[src/design/cfi_pkg.sv]
// Shared types and constants for the calibrated feedforward interpolator.
// No dependencies.
package cfi_pkg;

   localparam int POINTS_DEFAULT = 16;
   localparam int VAL_W          = 16;
   localparam int NUM_TABLES     = 4;
   localparam int QUOT_W         = 16;

   typedef enum logic {
      CMD_LOAD = 1'b0,
      CMD_EVAL = 1'b1
   } command_type;

   typedef struct packed {
      logic signed [VAL_W-1:0] drive;
      logic signed [VAL_W-1:0] speed;
   } point_type;

   typedef struct packed {
      logic              start;
      logic [QUOT_W-1:0] num;
      logic [QUOT_W-1:0] den;
   } div_req_type;

endpackage

[src/design/calibrated_feedforward_interpolator.sv]
// Top level: request FSM, table walk over cfi_store, interpolation via cfi_div.
// Depends on cfi_pkg, cfi_store, cfi_div.
//
// A load beat with an in-range index writes one calibration point in the
// cycle it is accepted and yields no response. An evaluate beat walks the
// selected table one point pair per cycle, limited by the single read port of
// the point memory (one read per point, registered read data), then, when the
// target falls strictly inside a pair, runs a serial divide and a multiply.
// An evaluate can be decided on the first pair. Requests are stalled while
// an evaluate is in progress; a finished response waits in the output
// register while the next request is accepted.
module calibrated_feedforward_interpolator #(
   parameter int POINTS_PER_TABLE = cfi_pkg::POINTS_DEFAULT
) (
   input  logic        clock,
   input  logic        reset,
   input  logic        req_valid,
   output logic        req_stall,
   input  logic        req_command,
   input  logic        req_motor_side,
   input  logic        req_table_direction,
   input  logic [3:0]  req_point_index,
   input  logic signed [15:0] req_point_input,
   input  logic signed [15:0] req_point_output,
   input  logic signed [15:0] req_target_speed,
   output logic        rsp_valid,
   input  logic        rsp_stall,
   output logic signed [15:0] rsp_feedforward_value
);

   localparam int DEPTH = cfi_pkg::NUM_TABLES * POINTS_PER_TABLE;
   localparam int AW    = $clog2(DEPTH);
   localparam int IW    = $clog2(POINTS_PER_TABLE);
   localparam int VW    = cfi_pkg::VAL_W;
   localparam int QW    = cfi_pkg::QUOT_W;
   localparam int PW    = 2 * (VW + 1);
   localparam logic [AW-1:0] P_A    = AW'(POINTS_PER_TABLE);
   localparam logic [IW-1:0] LAST_I = IW'(POINTS_PER_TABLE - 1);

   typedef enum logic [2:0] {
      S_IDLE, S_FIRST, S_WALK, S_DIV, S_SUM, S_OUT
   } state_type;

   state_type                state_ff, state_in;
   logic signed [VW-1:0]     t_ff, t_in;
   logic [AW-1:0]            base_ff, base_in;
   logic [IW-1:0]            idx_ff, idx_in;
   cfi_pkg::point_type       pa_ff, pa_in;
   cfi_pkg::point_type       pb_ff, pb_in;
   logic signed [PW-1:0]     prod_ff, prod_in;
   logic signed [VW-1:0]     res_ff, res_in;
   logic                     rsp_valid_ff, rsp_valid_in;
   logic signed [VW-1:0]     rsp_value_ff, rsp_value_in;

   logic                     st_we;
   logic [AW-1:0]            st_waddr;
   cfi_pkg::point_type       st_wdata;
   logic [AW-1:0]            st_raddr;
   cfi_pkg::point_type       st_rdata;

   cfi_pkg::div_req_type     div_req;
   logic                     div_done;
   logic [QW-1:0]            div_quot;

   logic [1:0]               load_tbl;
   logic [1:0]               eval_tbl;
   logic [IW-1:0]            idx_nxt;
   logic signed [VW:0]       num_w;
   logic signed [VW:0]       den_w;
   logic signed [VW:0]       ddrive_w;
   logic signed [PW-1:0]     prod_w;
   logic signed [PW-1:0]     adj_w;
   logic signed [PW-1:0]     delta_w;

   cfi_store #(.DEPTH(DEPTH), .AW(AW)) u_store (
      .clock (clock),
      .we    (st_we),
      .waddr (st_waddr),
      .wdata (st_wdata),
      .raddr (st_raddr),
      .rdata (st_rdata)
   );

   cfi_div u_div (
      .clock (clock),
      .reset (reset),
      .req   (div_req),
      .done  (div_done),
      .quot  (div_quot)
   );

   assign load_tbl = {req_motor_side, req_table_direction};
   assign eval_tbl = {req_motor_side, (req_target_speed > 16'sd0) ? 1'b0 : 1'b1};
   assign idx_nxt  = idx_ff + IW'(1);
   assign num_w    = (VW+1)'(t_ff) - (VW+1)'(pa_ff.speed);
   assign den_w    = (VW+1)'(st_rdata.speed) - (VW+1)'(pa_ff.speed);
   assign ddrive_w = (VW+1)'(pb_ff.drive) - (VW+1)'(pa_ff.drive);
   assign prod_w   = $signed({1'b0, div_quot}) * ddrive_w;
   assign adj_w    = prod_ff + (prod_ff[PW-1] ? PW'(65535) : PW'(0));
   assign delta_w  = adj_w >>> QW;

   always_comb begin
      state_in     = state_ff;
      t_in         = t_ff;
      base_in      = base_ff;
      idx_in       = idx_ff;
      pa_in        = pa_ff;
      pb_in        = pb_ff;
      prod_in      = prod_ff;
      res_in       = res_ff;
      rsp_valid_in = rsp_valid_ff & rsp_stall;
      rsp_value_in = rsp_value_ff;
      st_we        = 1'b0;
      st_waddr     = AW'(load_tbl) * P_A + AW'(req_point_index);
      st_wdata     = {req_point_output, req_point_input};
      st_raddr     = base_ff;
      div_req      = '{start: 1'b0, num: num_w[QW-1:0], den: den_w[QW-1:0]};
      case (state_ff)
         S_IDLE: begin
            st_raddr = AW'(eval_tbl) * P_A;
            if (req_valid) begin
               if (req_command == cfi_pkg::CMD_LOAD) begin
                  st_we = int'(req_point_index) < POINTS_PER_TABLE;
               end else begin
                  t_in     = req_target_speed;
                  base_in  = AW'(eval_tbl) * P_A;
                  idx_in   = IW'(1);
                  state_in = S_FIRST;
               end
            end
         end
         S_FIRST: begin
            pa_in    = st_rdata;
            st_raddr = base_ff + AW'(idx_ff);
            state_in = S_WALK;
         end
         S_WALK: begin
            st_raddr = base_ff + AW'(idx_nxt);
            if (t_ff < pa_ff.speed) begin
               res_in   = '0;
               state_in = S_OUT;
            end else if (t_ff <= st_rdata.speed) begin
               pb_in = st_rdata;
               if (t_ff == pa_ff.speed) begin
                  res_in   = pa_ff.drive;
                  state_in = S_OUT;
               end else if (t_ff == st_rdata.speed) begin
                  res_in   = st_rdata.drive;
                  state_in = S_OUT;
               end else begin
                  div_req.start = 1'b1;
                  state_in      = S_DIV;
               end
            end else if (idx_ff == LAST_I) begin
               res_in   = '0;
               state_in = S_OUT;
            end else begin
               pa_in  = st_rdata;
               idx_in = idx_nxt;
            end
         end
         S_DIV: begin
            if (div_done) begin
               prod_in  = prod_w;
               state_in = S_SUM;
            end
         end
         S_SUM: begin
            res_in   = pa_ff.drive + delta_w[VW-1:0];
            state_in = S_OUT;
         end
         S_OUT: begin
            if (!rsp_valid_ff || !rsp_stall) begin
               rsp_valid_in = 1'b1;
               rsp_value_in = res_ff;
               state_in     = S_IDLE;
            end
         end
         default: begin
            state_in = S_IDLE;
         end
      endcase
   end

   always_ff @(posedge clock) begin
      if (reset) begin
         state_ff     <= S_IDLE;
         rsp_valid_ff <= 1'b0;
         idx_ff       <= '0;
      end else begin
         state_ff     <= state_in;
         rsp_valid_ff <= rsp_valid_in;
         idx_ff       <= idx_in;
      end
      t_ff         <= t_in;
      base_ff      <= base_in;
      pa_ff        <= pa_in;
      pb_ff        <= pb_in;
      prod_ff      <= prod_in;
      res_ff       <= res_in;
      rsp_value_ff <= rsp_value_in;
   end

   assign req_stall             = (state_ff != S_IDLE);
   assign rsp_valid             = rsp_valid_ff;
   assign rsp_feedforward_value = rsp_value_ff;

`ifndef SYNTHESIS
   a_write_idle: assert property (@(posedge clock) disable iff (reset)
      st_we |-> state_ff == S_IDLE)
      else $error("point write outside idle");

   a_div_done_state: assert property (@(posedge clock) disable iff (reset)
      div_done |-> state_ff == S_DIV)
      else $error("divider finished with no divide pending");

   a_walk_index: assert property (@(posedge clock) disable iff (reset)
      state_ff == S_WALK |-> idx_ff != '0 && idx_ff <= LAST_I)
      else $error("walk index out of range");

   a_rsp_source: assert property (@(posedge clock) disable iff (reset)
      $rose(rsp_valid_ff) |-> $past(state_ff) == S_OUT)
      else $error("response raised outside output state");

   a_div_start: assert property (@(posedge clock) disable iff (reset)
      div_req.start |-> t_ff > pa_ff.speed && t_ff < st_rdata.speed)
      else $error("divide started outside an open segment");
`endif

endmodule

[src/design/cfi_store.sv]
// Calibration point memory: one write port, one read port, registered read data.
// Depends on cfi_pkg.
module cfi_store #(
   parameter int DEPTH = 4 * cfi_pkg::POINTS_DEFAULT,
   parameter int AW    = $clog2(DEPTH)
) (
   input  logic                clock,
   input  logic                we,
   input  logic [AW-1:0]       waddr,
   input  cfi_pkg::point_type  wdata,
   input  logic [AW-1:0]       raddr,
   output cfi_pkg::point_type  rdata
);

   cfi_pkg::point_type mem [DEPTH];
   cfi_pkg::point_type rdata_ff;

   always_ff @(posedge clock) begin
      if (we) begin
         mem[waddr] <= wdata;
      end
      rdata_ff <= mem[raddr];
   end

   assign rdata = rdata_ff;

endmodule

[src/design/cfi_div.sv]
// Restoring divider, one quotient bit per cycle: quot = (num << QUOT_W) / den.
// Requires num < den. Depends on cfi_pkg.
module cfi_div (
   input  logic                         clock,
   input  logic                         reset,
   input  cfi_pkg::div_req_type         req,
   output logic                         done,
   output logic [cfi_pkg::QUOT_W-1:0]   quot
);

   localparam int QW = cfi_pkg::QUOT_W;
   localparam int CW = $clog2(QW + 1);

   logic [QW-1:0] rem_ff, rem_in;
   logic [QW-1:0] den_ff, den_in;
   logic [QW-1:0] quot_ff, quot_in;
   logic [CW-1:0] cnt_ff, cnt_in;
   logic          busy_ff, busy_in;
   logic          done_ff, done_in;
   logic [QW:0]   shifted;
   logic [QW:0]   diff;

   always_comb begin
      rem_in  = rem_ff;
      den_in  = den_ff;
      quot_in = quot_ff;
      cnt_in  = cnt_ff;
      busy_in = busy_ff;
      done_in = 1'b0;
      shifted = {rem_ff, 1'b0};
      diff    = shifted - {1'b0, den_ff};
      if (req.start) begin
         rem_in  = req.num;
         den_in  = req.den;
         quot_in = '0;
         cnt_in  = CW'(QW);
         busy_in = 1'b1;
      end else if (busy_ff) begin
         if (shifted >= {1'b0, den_ff}) begin
            rem_in  = diff[QW-1:0];
            quot_in = {quot_ff[QW-2:0], 1'b1};
         end else begin
            rem_in  = shifted[QW-1:0];
            quot_in = {quot_ff[QW-2:0], 1'b0};
         end
         cnt_in = cnt_ff - CW'(1);
         if (cnt_ff == CW'(1)) begin
            busy_in = 1'b0;
            done_in = 1'b1;
         end
      end
   end

   always_ff @(posedge clock) begin
      if (reset) begin
         busy_ff <= 1'b0;
         done_ff <= 1'b0;
         cnt_ff  <= '0;
      end else begin
         busy_ff <= busy_in;
         done_ff <= done_in;
         cnt_ff  <= cnt_in;
      end
      rem_ff  <= rem_in;
      den_ff  <= den_in;
      quot_ff <= quot_in;
   end

   assign done = done_ff;
   assign quot = quot_ff;

endmodule
[config.mk]
export PLATFORM = sky130hd
export DESIGN_NAME = calibrated_feedforward_interpolator
export DESIGN_NICKNAME = d
export VERILOG_FILES = /design/src/design/cfi_pkg.sv /design/src/design/calibrated_feedforward_interpolator.sv /design/src/design/cfi_store.sv /design/src/design/cfi_div.sv
export SDC_FILE = /design/constraint.sdc
export NUM_CORES = 2
export LEC_CHECK = 0
export BUFFER_PORTS_ARGS = -buffer_cell sky130_fd_sc_hd__clkbuf_2
export CORE_MARGIN = 8
export CORE_UTILIZATION = 65
export CTS_CLUSTER_DIAMETER = 150
export DETAILED_ROUTE_END_ITERATION = 10
export HOLD_SLACK_MARGIN = 0.15
export PLACE_DENSITY = 0.87
export SLEW_MARGIN = 40
export SYNTH_ARGS = -nofsm -noshare
export SYNTH_HDL_FRONTEND = slang
export SYNTH_SLANG_ARGS = --single-unit
[constraint.sdc]
create_clock -name clock -period 20.9 [get_ports clock]
set_input_delay 2.09 -clock clock [delete_from_list [all_inputs] [get_ports clock]]
set_output_delay 2.09 -clock clock [all_outputs]
set_load 0.03 [all_outputs]
==> impl_metrics.tcl <==
set metrics [dict create \
    outcome "finished, final reports clean" \
    timing.final.max_slew_violations 0 \
    ctsRootBufferMaster "clkbuf_16" \
    p_leak_uw 0.03720 \
    drive_gt1_share_pct 20.35 \
    highest_layer "met5" \
    cts_tree "built" \
    relSlewSlack_pct 32.39 \
    grt_pass1_vias 57951 \
    finalHoldViolations 0 \
    critPathCaptureType "flip-flop" \
    clockBufferDepth 3 \
    first_iter_violations 8659 \
    finalSetupTns_ns 0 \
    holdBufCountCts 0 \
    fin_cells 7956 \
    postSynth.asyncResetShare_pct 0 \
    clkSinkCount 2274 \
    drtPass1Iterations 8 \
    crit_path_max_incr_delay_ns 0.55 \
    path_class "reg2reg" \
    critical_path_arrival_ns 9.43 \
    final_nets 6232 \
    synth.ff_latch_count 2274 \
    dpl.cell_count 7548 \
    synth.distinct_cells 90 \
    row_count 144 \
    post_cts_resized 0 \
    antenna_found_initial 23 \
    die_w_um 409.8 \
    period_minus_slack_ns 8.846 \
    synth_ff_type "edfxtp_1" \
    timing.fmax_mhz 113.0 \
    hold_path_class "reg2reg" \
    clk_pin_slew_ns 0.06 \
    synth_edf_count 2211 \
    whs_path_depth 0 \
    grt_max_degree 133 \
    viasPerCell 7.081 \
    post_synth.cell_area_avg_um2 18.29 \
    die_area_mm2 0.1679 \
    yosysSeqAreaShare_pct 67.12 \
    syn_area_mm2 0.1008 \
    wire_per_inst_um 34.91 \
    syn_inst 5511 \
    synth_warnings 0 \
    groute.usage.overall_pct 32.59 \
    cts_buffers 208 \
    place_congestion 0.9115 \
    finalSetupViolations 0 \
    grt_overflow 0 \
    io_pins 77 \
    syn_to_final_growth_pct 10.93 \
    rsz0062_at_grt "no" \
    wirelength_um 277800 \
    dp_hpwl_um 142300 \
    die_y_um 409.8 \
    cap_violations 0 \
    powerDensity_mw_per_mm2 115.1 \
    path_max_fanout 16 \
    drt-met1-wl_um 90880 \
    start_util_pct 65.43 \
    worst-slew-pin-transition_ns 1.010 \
    start_kind "flip-flop" \
    ff2ff_path_depth 33 \
    routed-wl-met2_um 132700 \
    synth_fp_nets 6024 \
    cts_setup_buffers 0 \
    critPathSlowestCell "fa_1" \
    drcViolationCount 0 \
    wl_met3_um 34400 \
    vias 56338 \
    ant_nets 0 \
    finClkSkew_ns 0.08623 \
    htree_levels 4 \
    fp.coreArea_mm2 0.1540 \
    crit_top_cell "fa_1" \
    io_buffers 76 \
    worst-endpoint-required_ns 21.49 \
    ir_drop_v 0.0002089 \
    grt_first_pass_wirelength_um 397100 \
    clock_latency_ns 0.90 \
    fin_crit_sh_pct 42.33 \
]
worst max-delay path, delay by kind of cell (launching register included):
kind / cells / cell delay, ns
buffers and inverters: 6 / 0.55
xor gates and xnor gates: 1 / 0.13
and+or+nand+nor: 5 / 0.77
DFF: 1 / 0.42
AOI/OAI and AO/OA: 12 / 2.64
adders and majority gates: 9 / 4.06
sequential cells by signal, summed over array words and instances, names as in the netlist:
name / count
u_div.done: 1
rsp_valid: 1
pa_ff: 32
idx_ff: 4
base_ff: 2
state_ff: 3
u_div.cnt_ff: 5
t_ff: 16
prod_ff: 33
res_ff: 16
pb_ff: 16
u_div.den_ff: 16
u_store.rdata: 32
u_div.rem_ff: 16
u_div.quot: 16
rsp_feedforward_value: 16
u_store.mem: 2048
u_div.busy_ff: 1
cell usage in the layout (no fill, tap or decap), types with 11 or more instances in the layout:
cell,netlist,final
clkinv_2,0,31
clkbuf_2,0,76
nor3_1,42,39
mux4_2,512,512
nand3_1,32,29
diode_2,0,14
dfxtp_1,63,52
buf_4,45,138
clkbuf_16,0,211
nand2b_1,18,18
clkinv_16,0,11
o21ai_0,43,43
and2_1,83,83
mux2i_1,521,515
nor2b_1,52,52
o21a_1,18,18
bufinv_16,0,28
edfxtp_1,2211,2211
or2_2,13,13
ha_1,240,240
a21o_1,22,22
inv_1,378,377
a211oi_1,18,18
clkinv_1,0,45
a21oi_1,76,75
nand2_1,245,240
clkbuf_1,63,42
nor2_4,1,68
xnor2_1,77,74
dfxtp_2,0,11
nor2_1,190,123
xor2_1,33,31
fa_1,214,214
or3_1,13,13
power by group:
| group | switching [uW] | internal, uW |
|---|---|---|
| logic | 2170 | 1320 |
| clock network | 1800 | 2250 |
| registers | 109 | 5220 |
cells in the mapped netlist, types with 6 or more instances:
cell type,count,area share (%)
edfxtp_1,2211,66
mux2i_1,521,5.2
mux4_2,512,11
inv_1,378,1.4
nand2_1,245,0.91
ha_1,240,3.0
fa_1,214,4.3
nor2_1,190,0.71
buf_2,105,0.52
and2_1,83,0.52
xnor2_1,77,0.67
a21oi_1,76,0.38
clkbuf_1,63,0.23
dfxtp_1,63,1.3
nor2b_1,52,0.32
buf_4,45,0.34
o21ai_0,43,0.21
nor3_1,42,0.21
xor2_1,33,0.29
nand3_1,32,0.16
a21o_1,22,0.16
buf_1,22,0.082
a211oi_1,18,0.13
nand2b_1,18,0.11
o21a_1,18,0.13
or2_2,13,0.081
or3_1,13,0.081
nand4_1,10,0.062
o21ai_1,10,0.050
and3_1,9,0.056
nor4_1,9,0.056
o21bai_1,9,0.067
o31ai_1,9,0.067
a31oi_1,7,0.043
o22ai_1,6,0.037
o22ai_2,6,0.074
final timing paths:
kind	start	endpoint	slack, ns
setup / recovery	pa_ff[16]$_DFFE_PP_	prod_ff[33]$_DFFE_PP_	12.05
hold / removal	u_store.rdata[1]$_DFF_P_	pa_ff[1]$_DFFE_PP_	0.46
setup reg to reg	pa_ff[16]$_DFFE_PP_	prod_ff[33]$_DFFE_PP_	12.05
hold reg to reg	u_store.rdata[1]$_DFF_P_	pa_ff[1]$_DFFE_PP_	0.46
per-stage QoR:
stage	hold WS (ns)	utilization [%]	total power (uW)	area [um^2]	worst slack (ns)
6_report	0.4648	72.59	12870	111800	12.05
2_1_floorplan	0.4003	-	7637	100800	12.82
3_3_place_gp	0.4402	67.71	8606	104300	12.33
3_5_place_dp	0.4539	67.81	8728	104500	12.13
5_1_grt	0.4758	72.57	13250	111800	11.69
4_1_cts	0.4700	72.47	12800	111600	12.10
kinds of logic (layout without fill, tap and decap cells):
kind of cell    Yosys count  in the layout  share of synthesized area [%]
buf+inv                 616           1003                          2.603
fa+ha+maj               454            454                          7.229
compound gates          290            290                          2.025
other cells               0             14                              0
simple gates            734            734                          3.456
xor+xnor                110            110                         0.9558
mux                    1033           1033                          16.61
flops                  2274           2274                          67.12
area by class of cell:
type                       instances  area [um^2]
fill                            8330        42230
clock buffer                     260         5534
inverter                         379         1423
sequential                      2274        67670
tap                             2044         2557
multi-input combinational       2621        31200
clock inverter                   129         1650
antenna                           14        35.03
timing repair buffer             235         1749
metal layers:
metal	vias to the layer above	global-route usage (%)
met5	-	0
met4	10	18.84
met3	1128	7.894
met2	5031	52.66
met1	28398	40.64
li1	21771	-
(Power assumes the default switching activity.)
